===== src/sv/accel_bias_calibration_and_tilt_macros.svh =====
// Assertion macros for the accelerometer bias calibration block.
// Each macro expects signals named clk and rst in the module that uses it.
`ifndef ACCEL_BIAS_CALIBRATION_AND_TILT_MACROS_SVH
`define ACCEL_BIAS_CALIBRATION_AND_TILT_MACROS_SVH

// Same-cycle implication, disabled during reset.
`define ABCT_ASSERT_NOW(label, ante, cons, msg) \
  label: assert property (@(posedge clk) disable iff (rst) (ante) |-> (cons)) \
    else $error(msg);

// Next-cycle implication, disabled during reset.
`define ABCT_ASSERT_NEXT(label, ante, cons, msg) \
  label: assert property (@(posedge clk) disable iff (rst) (ante) |=> (cons)) \
    else $error(msg);

`endif


===== src/sv/abct_pkg.sv =====
// Shared types and constants for the accelerometer bias calibration block.
// Used by abct_div and accel_bias_calibration_and_tilt; no dependencies.
package abct_pkg;

  localparam int MG_W     = 12;  // one axis reading in mg
  localparam int HELD_W   = 14;  // bias-corrected reading
  localparam int OFFZ_W   = 13;  // Z bias carries the 1 g offset
  localparam int PITCH_W  = 13;
  localparam int PROD_W   = 24;  // |held_x| * 573
  localparam int DIV_W    = 28;  // dividend / calibration sum width
  localparam int DVS_W    = 16;  // divisor width
  localparam int CNT_W    = 16;  // calibration item counters

  localparam int PITCH_MUL  = 573;
  localparam int PITCH_DIV  = 1000;
  localparam int Z_ONE_G_MG = 1000;
  localparam int CAL_COUNT_RESET = 16;

  // Divide by 1000 as (p * RECIP_1000) >> RECIP_SH, exact for p below 2^22.
  localparam int RECIP_W  = 20;
  localparam int RECIP_SH = 29;
  localparam int SCALE_W  = PROD_W + RECIP_W;
  localparam logic [RECIP_W-1:0] RECIP_1000 = 20'd536871;  // ceil(2^29 / 1000)

  typedef enum logic [2:0] {
    ST_SAMPLE_DONE = 3'd0,
    ST_READ_FAIL   = 3'd1,
    ST_CALIBRATING = 3'd2,
    ST_CAL_DONE    = 3'd3,
    ST_CAL_FAIL    = 3'd4
  } status_t;

  typedef struct packed {
    logic                    start;
    logic signed [DIV_W-1:0] dividend;
    logic [DVS_W-1:0]        divisor;   // never zero when started
  } div_req_t;

  typedef struct packed {
    logic                    done;      // one-cycle pulse
    logic signed [DIV_W-1:0] quotient;  // truncated toward zero
  } div_rsp_t;

  // Left-justified 16-bit word, arithmetic shift right by 4.
  function automatic logic signed [MG_W-1:0] word_to_mg(input logic [15:0] raw);
    word_to_mg = $signed(raw[15:4]);
  endfunction

endpackage


===== src/sv/abct_div.sv =====
// Shared iterative divider: signed dividend by unsigned divisor, one bit a cycle.
// Depends on abct_pkg for widths and the request/response structs.
module abct_div
  import abct_pkg::*;
(
  input  logic     clk,
  input  logic     rst,
  input  div_req_t req,
  output div_rsp_t rsp
);

  localparam int STEP_W = $clog2(DIV_W);

  logic              busy;
  logic              done;
  logic [STEP_W-1:0] count;
  logic [DVS_W-1:0]  rem;
  logic [DVS_W-1:0]  divisor;
  logic [DIV_W-1:0]  quo;
  logic              neg;

  logic [DVS_W:0] shifted;
  logic [DVS_W:0] trial;
  logic           fits;

  // restoring step: shift in the next dividend bit, subtract if it fits
  assign shifted = {rem, quo[DIV_W-1]};
  assign trial   = shifted - {1'b0, divisor};
  assign fits    = shifted >= {1'b0, divisor};

  always_ff @(posedge clk) begin
    if (rst) begin
      busy  <= 1'b0;
      done  <= 1'b0;
      count <= '0;
    end else begin
      done <= 1'b0;
      if (req.start) begin
        busy  <= 1'b1;
        count <= STEP_W'(DIV_W - 1);
      end else if (busy) begin
        if (count == '0) begin
          busy <= 1'b0;
          done <= 1'b1;
        end else begin
          count <= count - 1'b1;
        end
      end
    end
  end

  always_ff @(posedge clk) begin
    if (req.start) begin
      neg     <= req.dividend[DIV_W-1];
      quo     <= req.dividend[DIV_W-1] ? DIV_W'(-req.dividend) : req.dividend;
      rem     <= '0;
      divisor <= req.divisor;
    end else if (busy) begin
      rem <= fits ? trial[DVS_W-1:0] : shifted[DVS_W-1:0];
      quo <= {quo[DIV_W-2:0], fits};
    end
  end

  assign rsp.done     = done;
  assign rsp.quotient = neg ? DIV_W'(-quo) : quo;

endmodule


===== src/sv/accel_bias_calibration_and_tilt.sv =====
// Accelerometer bias calibration and small-angle pitch, top level.
// Depends on abct_pkg, abct_div and accel_bias_calibration_and_tilt_macros.svh.
//
//   channel   direction  handshake              payload
//   s_axis    in         tvalid/tready          tdata: x, y, z raw; tuser: req_type, read_ok
//   m_axis    out        tvalid/tready          tdata: acc x/y/z, pitch; tuser: status
//   cfg       in         cfg_wen (no wait)      cfg_wdata: cal_count
//
// One request at a time: s_axis_tready is high only while idle.
// A sample passes the update, multiply, scale and sign states before its
// result is valid; a calibration request also passes the end-of-run check.
// The next request goes in once the result is taken. Closing a run with good
// readings adds three bias divisions on the shared divider, one quotient bit
// per cycle. Pitch scaling by 1000 is a reciprocal multiply. Reset (rst,
// synchronous) clears bias, held values, sums, counters, and sets cal_count to
// 16. A stalled result holds in place until m_axis_tready.
`include "accel_bias_calibration_and_tilt_macros.svh"

module accel_bias_calibration_and_tilt
  import abct_pkg::*;
(
  input  logic        clk,
  input  logic        rst,
  // input requests
  input  logic        s_axis_tvalid,
  output logic        s_axis_tready,
  input  logic [47:0] s_axis_tdata,   // [15:0] accel_x_raw, [31:16] accel_y_raw,
                                      // [47:32] accel_z_raw
  input  logic [1:0]  s_axis_tuser,   // [0] req_type, [1] read_ok
  // results
  output logic        m_axis_tvalid,
  input  logic        m_axis_tready,
  output logic [55:0] m_axis_tdata,   // [13:0] acc_x, [27:14] acc_y, [41:28] acc_z,
                                      // [54:42] pitch_ddeg, [55] zero
  output logic [2:0]  m_axis_tuser,   // [2:0] status
  // cal_count register
  input  logic        cfg_wen,
  input  logic [15:0] cfg_wdata
);

  typedef enum logic [3:0] {
    S_IDLE,
    S_UPDATE,   // apply the reading to sums or held values
    S_CHECK,    // end-of-run test, launch bias divisions
    S_WAIT_X,
    S_WAIT_Y,
    S_WAIT_Z,
    S_MUL,      // |held_x| * 573
    S_SCALE,    // times the reciprocal of 1000
    S_SIGN,     // restore the sign of the pitch
    S_OUT
  } state_t;

  state_t state;

  logic [CNT_W-1:0] cal_count;

  // latched request
  logic                   in_cal;
  logic                   in_ok;
  logic signed [MG_W-1:0] in_x;
  logic signed [MG_W-1:0] in_y;
  logic signed [MG_W-1:0] in_z;

  // calibration run
  logic signed [DIV_W-1:0] sum_x;
  logic signed [DIV_W-1:0] sum_y;
  logic signed [DIV_W-1:0] sum_z;
  logic [CNT_W-1:0]        cal_items_seen;
  logic [CNT_W-1:0]        cal_items_good;

  // bias and held reading
  logic signed [MG_W-1:0]    offset_x;
  logic signed [MG_W-1:0]    offset_y;
  logic signed [OFFZ_W-1:0]  offset_z;
  logic signed [HELD_W-1:0]  held_x;
  logic signed [HELD_W-1:0]  held_y;
  logic signed [HELD_W-1:0]  held_z;
  logic signed [PITCH_W-1:0] pitch;
  status_t                   status;

  // pitch path: magnitude scaled, sign applied last (truncates toward zero)
  logic [HELD_W-1:0]  abs_x;
  logic [PROD_W-1:0]  prod;
  logic               pitch_neg;
  logic [SCALE_W-1:0] scaled;
  logic [PITCH_W-1:0] pitch_mag;

  div_req_t div_req;
  div_rsp_t div_rsp;

  logic [CNT_W-1:0] limit;

  // a zero count behaves as one
  assign limit = (cal_count == '0) ? CNT_W'(1) : cal_count;

  assign abs_x     = held_x[HELD_W-1] ? $unsigned(-held_x) : $unsigned(held_x);
  assign pitch_mag = scaled[RECIP_SH +: PITCH_W];

  abct_div u_div (
    .clk (clk),
    .rst (rst),
    .req (div_req),
    .rsp (div_rsp)
  );

  always_ff @(posedge clk) begin
    if (rst) begin
      state          <= S_IDLE;
      cal_count      <= CNT_W'(CAL_COUNT_RESET);
      sum_x          <= '0;
      sum_y          <= '0;
      sum_z          <= '0;
      cal_items_seen <= '0;
      cal_items_good <= '0;
      offset_x       <= '0;
      offset_y       <= '0;
      offset_z       <= '0;
      held_x         <= '0;
      held_y         <= '0;
      held_z         <= '0;
      div_req        <= '0;
      status         <= ST_SAMPLE_DONE;
    end else begin
      div_req.start <= 1'b0;

      if (cfg_wen) begin
        cal_count <= cfg_wdata;
      end

      unique case (state)
        S_IDLE: begin
          if (s_axis_tvalid) begin
            in_cal <= s_axis_tuser[0];
            in_ok  <= s_axis_tuser[1];
            in_x   <= word_to_mg(s_axis_tdata[15:0]);
            in_y   <= word_to_mg(s_axis_tdata[31:16]);
            in_z   <= word_to_mg(s_axis_tdata[47:32]);
            state  <= S_UPDATE;
          end
        end

        S_UPDATE: begin
          if (in_cal) begin
            if (in_ok) begin
              sum_x          <= sum_x + DIV_W'(in_x);
              sum_y          <= sum_y + DIV_W'(in_y);
              sum_z          <= sum_z + DIV_W'(in_z);
              cal_items_good <= cal_items_good + 1'b1;
            end
            cal_items_seen <= cal_items_seen + 1'b1;
            state          <= S_CHECK;
          end else if (in_ok) begin
            held_x <= HELD_W'(in_x) - HELD_W'(offset_x);
            held_y <= HELD_W'(in_y) - HELD_W'(offset_y);
            held_z <= HELD_W'(in_z) - HELD_W'(offset_z);
            status <= ST_SAMPLE_DONE;
            state  <= S_MUL;
          end else begin
            status <= ST_READ_FAIL;
            state  <= S_MUL;
          end
        end

        S_CHECK: begin
          if (cal_items_seen >= limit) begin
            if (cal_items_good == '0) begin
              // no good reading in the run: bias stays
              status         <= ST_CAL_FAIL;
              sum_x          <= '0;
              sum_y          <= '0;
              sum_z          <= '0;
              cal_items_seen <= '0;
              cal_items_good <= '0;
              state          <= S_MUL;
            end else begin
              div_req.start    <= 1'b1;
              div_req.dividend <= sum_x;
              div_req.divisor  <= cal_items_good;
              state            <= S_WAIT_X;
            end
          end else begin
            status <= ST_CALIBRATING;
            state  <= S_MUL;
          end
        end

        S_WAIT_X: begin
          if (div_rsp.done) begin
            offset_x         <= div_rsp.quotient[MG_W-1:0];
            div_req.start    <= 1'b1;
            div_req.dividend <= sum_y;
            div_req.divisor  <= cal_items_good;
            state            <= S_WAIT_Y;
          end
        end

        S_WAIT_Y: begin
          if (div_rsp.done) begin
            offset_y         <= div_rsp.quotient[MG_W-1:0];
            div_req.start    <= 1'b1;
            div_req.dividend <= sum_z;
            div_req.divisor  <= cal_items_good;
            state            <= S_WAIT_Z;
          end
        end

        S_WAIT_Z: begin
          if (div_rsp.done) begin
            // Z bias removes the 1 g the sensor sees at rest
            offset_z       <= OFFZ_W'($signed(div_rsp.quotient[MG_W-1:0]))
                              - OFFZ_W'(Z_ONE_G_MG);
            status         <= ST_CAL_DONE;
            sum_x          <= '0;
            sum_y          <= '0;
            sum_z          <= '0;
            cal_items_seen <= '0;
            cal_items_good <= '0;
            state          <= S_MUL;
          end
        end

        S_MUL: begin
          prod      <= PROD_W'(abs_x) * PROD_W'(PITCH_MUL);
          pitch_neg <= held_x[HELD_W-1];
          state     <= S_SCALE;
        end

        S_SCALE: begin
          scaled <= SCALE_W'(prod) * SCALE_W'(RECIP_1000);
          state  <= S_SIGN;
        end

        S_SIGN: begin
          pitch <= pitch_neg ? -$signed(pitch_mag) : $signed(pitch_mag);
          state <= S_OUT;
        end

        S_OUT: begin
          if (m_axis_tready) begin
            state <= S_IDLE;
          end
        end

        default: begin
          state <= S_IDLE;
        end
      endcase
    end
  end

  assign s_axis_tready = (state == S_IDLE);
  assign m_axis_tvalid = (state == S_OUT);
  assign m_axis_tdata  = {1'b0, pitch, held_z, held_y, held_x};
  assign m_axis_tuser  = status;

  // divider results only arrive while the sequencer waits for one
  `ABCT_ASSERT_NOW(a_div_done_in_wait, div_rsp.done,
    state == S_WAIT_X || state == S_WAIT_Y || state == S_WAIT_Z,
    "divider finished outside a wait state")
  // input and output sides are never open at once
  `ABCT_ASSERT_NOW(a_one_request, s_axis_tready, !m_axis_tvalid,
    "input accepted while a result is pending")
  // an accepted request goes straight to the update step
  `ABCT_ASSERT_NEXT(a_accept_update, s_axis_tvalid && s_axis_tready, state == S_UPDATE,
    "accepted request not processed")
  // good items are a subset of the items in the run
  `ABCT_ASSERT_NOW(a_good_le_seen, 1'b1, cal_items_good <= cal_items_seen,
    "calibration good count exceeds item count")

endmodule

===== config.mk =====
export PLATFORM = sky130hd
export DESIGN_NAME = accel_bias_calibration_and_tilt
export DESIGN_NICKNAME = d
export VERILOG_FILES = /design/src/sv/abct_pkg.sv /design/src/sv/abct_div.sv /design/src/sv/accel_bias_calibration_and_tilt.sv
export VERILOG_INCLUDE_DIRS = /design/src /design/src/sv
export SDC_FILE = /design/constraint.sdc
export NUM_CORES = 2
export LEC_CHECK = 0
export BUFFER_PORTS_ARGS = -buffer_cell sky130_fd_sc_hd__buf_2
export CORE_UTILIZATION = 60
export DETAILED_ROUTE_END_ITERATION = 12
export GPL_TIMING_DRIVEN = 0
export HOLD_SLACK_MARGIN = 0.12
export PLACE_DENSITY_LB_ADDON = 0.05
export SLEW_MARGIN = 0
export SYNTH_ARGS = -nofsm -noshare
export SYNTH_HDL_FRONTEND = slang
export SYNTH_SLANG_ARGS = --single-unit

===== constraint.sdc =====
create_clock -name clk -period 10.45 [get_ports clk]
set_input_delay 2.09 -clock clk [delete_from_list [all_inputs] [get_ports clk]]
set_output_delay 2.09 -clock clk [all_outputs]
set_load 0.1 [all_outputs]

* Word-level counts from Yosys, hierarchy flattened *
Index checks and enable logic that the tools add are counted.

operators by class
  mux-type cells = 55
  $mul = 2
  add/subtract/negate cells = 15
  magnitude comparators = 2
  bitwise logic cells = 4
  equal/unequal tests = 22
  reductions and logical operators = 24

operators with widths
  kind                    count
  $mux 28                 12
  $pmux 28 s3             3
  $mux 45                 4
  $pmux 45 s3             1
  $mux 16                 8
  $pmux 16 s3             2
  $add 28x12->28          3
  $mul 24x20->42 const B  1
  $pmux 4 s10             1
  $add 16x1->16 const B   2
  $logic_not 16->1        2
  $neg 28->28             1
  $sub 12x12->13          2
  $mul 14x10->24 const B  1
  $mux 4                  6
  $mux 3                  6
  $ge 17x16->1            1
  $eq 4x3->1 const B      4
  $ge 16x16->1            1
  $ne 2x2->1 const B      8
  $reduce_and 2->1        8
  $sub 16x16->16          1
  $mux 5                  3
  $reduce_and 5->1        3
  26 further kinds        40

storage, ports and cells
  output and inout port bits = 61
  input port bits = 71
  register bits = 449
  word-level logic and storage cells = 158

* Longest topological paths before layout *
  word-level depth = 5
  gate-level depth with buffers = 26

* Cells and area by module *
Synthesis repeated with hierarchy kept, for this count alone.

second synthesis, totals
  cells, all modules = 3,557
  area total of the unflattened synthesis = 32,205.9 sq um

by module, submodules not included
  module                           cells each  times used  seq. area each (sq um)  area an instance (sq um)
  accel_bias_calibration_and_tilt  3,059       1           7,897.6                 27,657.8
  abct_div                         498         1           1,811.7                 4,548.1

* Worst setup path before layout *
OpenSTA, ideal clock, no wires.

  path type = reg2reg
  start point = register held_x[1]
  end point = register prod[22] (data pin)
  clock period less this slack = 6,718 ps
  library setup time = 260 ps
  setup slack = 3,732 ps
  buffers on the path = 0
  stages on the path, launching flop included = 27
  data arrival time = 6,457 ps
  cell sequence = dfxtp_1 > inv_1 > ha_1 > nand2_1 > or3_1 > or3_1 > and2_1 > xor2_1 > ha_1 > inv_1 > fa_1 > inv_1 > fa_1 > fa_1 > inv_1 > fa_1 > inv_1 > ha_1 > a21o_1 > a221oi_1 > o21ai_0 > a21o_1 > o211a_1 > o21a_1 > o21a_1 > mux2i_1 > nand2_1

between the ends
  longest elaborated chain between the ends = 3

ends and longest elaborated chain
  what                    line                                    text
  from (decl)             accel_bias_calibration_and_tilt.sv:76   logic signed [HELD_W-1:0] held_x;
  from (signal assigned)  accel_bias_calibration_and_tilt.sv:154  held_x <= HELD_W'(in_x) - HELD_W'(offset_x);
  $neg 14->14             accel_bias_calibration_and_tilt.sv:97   assign abs_x = held_x[HELD_W-1] ? $unsigned(-held_x) : $unsigned(held_x);
  $mux 14 *               accel_bias_calibration_and_tilt.sv:97
  $mul 14x10->24 *        accel_bias_calibration_and_tilt.sv:224  prod <= PROD_W'(abs_x) * PROD_W'(PITCH_MUL);
  to (signal assigned)    accel_bias_calibration_and_tilt.sv:224
  to (decl)               accel_bias_calibration_and_tilt.sv:84   logic [PROD_W-1:0] prod;

Every way passes the cells marked *; elsewhere a longest branch is shown, timed or not.
A chain may end at the register's enable or synchronous reset.

* Final worst setup path *
  start point = register held_x[0]
  end point = register prod[22] (data pin)

Same word-level chain as after synthesis.

==> metrics.yaml <==
critical_path:
  worstRegToRegCells: 26
  timing.rr.end: "prod[22]"
  start_kind: "flop"
  cp_data_arrival_time_ns: 7.42
  r2r-start: "held_x[0]"
  crit_end: "prod[22]"
  cp.required_ns: 10.78
  cp_max_fo: 10
  critPathKind: "reg -> reg"
  r2r_slack_ns: 3.36
  crit_path_end_kind: "flop"
  crit_start: "held_x[0]"
hold_path:
  hold_path_class: "reg -> reg"
  min_from: "div_req[5]"
placed_design:
  dp_hpwl_um: 67680
  dp_slack_ns: 3.391
  place.gp.congestion: 0.9467
  port_buffers: 116
  place_inst: 4239
synth:
  synth_top_area_share_pct: 18.00
  yosysSeqAreaShare_pct: 30.74
  synth_cells: 3438
  yosys_warnings: 0
  yosysTopAreaCell: "dfxtp_1"
  ys_seq_elements: 418
  syn_area_mm2: 0.03158
  synth_top_flop_cell: "dfxtp_1"
  ys_types: 79
  synth_area_leaders: "dfxtp_1 (18%), ha_1 (16%), edfxtp_1 (13%)"
  syn_area_per_cell_um2: 9.186
  async_reset_ff_share_pct: 0
  synth-edff-count: 134
timing:
  finalCritPeriodShare_pct: 67.83
  hold_slack_ns: 0.4309
  fin_worst_skew_ns: 0.02438
  min_period_ns: 7.088
  rsz0062_at_grt: "false"
  finalHoldViolCount: 0
  max-slew-margin-rel_pct: 11.30
  worstMarginPinSlew_ns: 1.322
  fmax_ghz: 0.1411
  setup_viol: 0
  report.final.slew_viol_count: 0
  fin_ws_ns: 3.362
  tns_ns: 0
clocking:
  clk_pin_slew_ns: 0.06
  post-cts-setup-buffers: 0
  cts.sinks: 418
  ctsHoldBuffers: 0
  clock_path_buffers: 3
  clock-root-buffer: "clkbuf_16"
  cts_inserted_buffers: 45
  clk-insertion-delay-late_ns: 0.60
  cts_tree: "done"
  ctsResizeCount: 0
  cts_max_level: 2
pwr:
  pwr-share-comb_pct: 47.7
  p_seq_share_pct: 29.7
  powerDensity_mw_per_mm2: 216.3
  p_int_uw: 4324
  peakVddDrop_uv: 195.0
  switchingPower_uw: 3164
  p_sw_share_pct: 42.26
  leakage_uw: 0.01568
  power.share.clock_pct: 22.6
global_route:
  grt_pass1_vias: 25310
  overflow: 0
  grt_use_total_pct: 31.95
  antenna_found_initial: 2
  grt_max_degree: 38
  grt_pass1_wl_um: 134200
floorplan:
  dieArea_mm2: 0.05356
  initial_utilization_pct: 61.19
  core_region_area_mm2: 0.05161
  die_h_um: 231.4
  rows: 83
  die_w_um: 231.4
  num_io_pins: 132
drt:
  routed_wl_um: 85460
  drc: 0
  vias_per_cell: 5.964
  wl_per_cell_um: 19.77
  drt_iter0_markers: 2195
  dr_total_vias: 25780
  ant_nets: 0
  first_pass_iters: 8
run:
  cap_violations: 0
finish:
  final_nets: 4249
  final_common_cell: "inv_1"
  syn_to_final_growth_pct: 9.612
  most-common-layout-cells: "inv_1 (432), ha_1 (414), dfxtp_1 (284)"
  antenna-diode-count: 0
  final_cells: 4322
  drive_gt1_share_pct: 6.343
status:
  status: "finished, final reports clean"
-- stage by stage --
| stage | util, % | power [uW] | cell area [um2] |
|---|---|---|---|
| finish | 67.07 | 7488 | 34620 |
| global route | 67.07 | 8002 | 34620 |
| CTS | 67.07 | 7459 | 34620 |
| detailed placement | 64.05 | 5746 | 33060 |
| global placement | 63.99 | 5631 | 33030 |
| floorplan | - | 4857 | 31600 |
-- power groups by stage --
| stage | registers, uW | clock network [uW] | logic, uW |
|---|---|---|---|
| 3_5_place_dp | 2250 | 0 | 3500 |
| 6_report | 2230 | 1690 | 3570 |
| 2_1_floorplan | 2270 | 0 | 2590 |
| 3_3_place_gp | 2240 | 0 | 3390 |
| 4_1_cts | 2210 | 1710 | 3540 |
| 5_1_grt | 2240 | 1770 | 3990 |
-- worst min-delay path by stage --
stage	to	slack (ns)	cells after the start
CTS	u_div.neg	0.43	0
global placement	u_div.neg	0.42	0
global route	u_div.divisor[5]	0.44	0
floorplan	u_div.neg	0.41	0
finish	u_div.divisor[5]	0.43	0
detailed placement	u_div.neg	0.42	0
-- per-layer routing --
| metal | routed length [um] | global-route usage (%) |
|---|---|---|
| met5 | 8 | 0 |
| met4 | 3155 | 11.26 |
| met3 | 5966 | 4.712 |
| met2 | 38850 | 52.00 |
| met1 | 37480 | 43.21 |
-- worst max-delay path, cell delays in order (launching register included) --
cell and delay [ns]:
dfxtp_1 0.54, inv_1 0.14, ha_1 0.17, nand2_1 0.06, or3_1 0.32, or3_1 0.35
and2_1 0.18, xor2_1 0.41, ha_1 0.37, fa_1 0.54, inv_1 0.06, fa_1 0.49
inv_1 0.06, fa_1 0.53, inv_1 0.05, fa_1 0.52, inv_1 0.04, ha_1 0.32
and3_1 0.19, a221oi_1 0.23, o21ai_0 0.20, a21o_1 0.22, o211a_1 0.23, o21a_1 0.18
o21a_1 0.20, mux2i_1 0.16, nand2_1 0.06
-- registers in the layout (all words and copies together) (netlist names), 13 cells and up --
signal          flops
cal_items_good     16
cal_items_seen     16
offset_z           13
div_req            45
sum_x              28
u_div.divisor      16
held_x             13
held_y             13
sum_z              28
prod               24
cal_count          16
held_z             14
scaled             13
u_div.quo          28
u_div.rem          16
sum_y              28
pitch              13
-- Yosys cell counts (20+ instances only) --
cell type / instances
o31ai_1: 20
a21o_1: 55
a22o_1: 29
or3_1: 28
a211oi_1: 56
a21oi_1: 267
nand4_1: 21
o21ai_0: 115
nor4_1: 20
xor2_1: 77
mux2i_1: 50
nor2b_1: 37
nand2_1: 242
o21a_1: 22
and3_1: 32
edfxtp_1: 134
nor3_1: 77
nor2_1: 261
a222oi_1: 28
nand3_1: 86
dfxtp_1: 284
ha_1: 414
inv_1: 432
clkbuf_1: 101
xnor2_1: 137
fa_1: 158
-- cell families after synthesis --
logic type | count (synthesis) | synth area share (%)
buf+inv | 551 | 6.640
other cells | 2 | 0.02378
xor+xnor | 214 | 5.935
simple gates | 886 | 13.24
fa+ha+maj | 572 | 26.42
compound gates | 743 | 15.34
flops | 418 | 30.74
mux | 52 | 1.656
-- layout make-up --
cell class              instances  area (um2)
multi-input cells            2473       19800
fillers                      4174       17000
flip-flops and latches        418        9709
inverters                     432        1622
clock buffers                  57        1242
well taps                     680       850.8
repair buffers                117       600.6
plain buffers                 119       475.5
clock inverters                26       315.3
(Power assumes the default switching activity.)
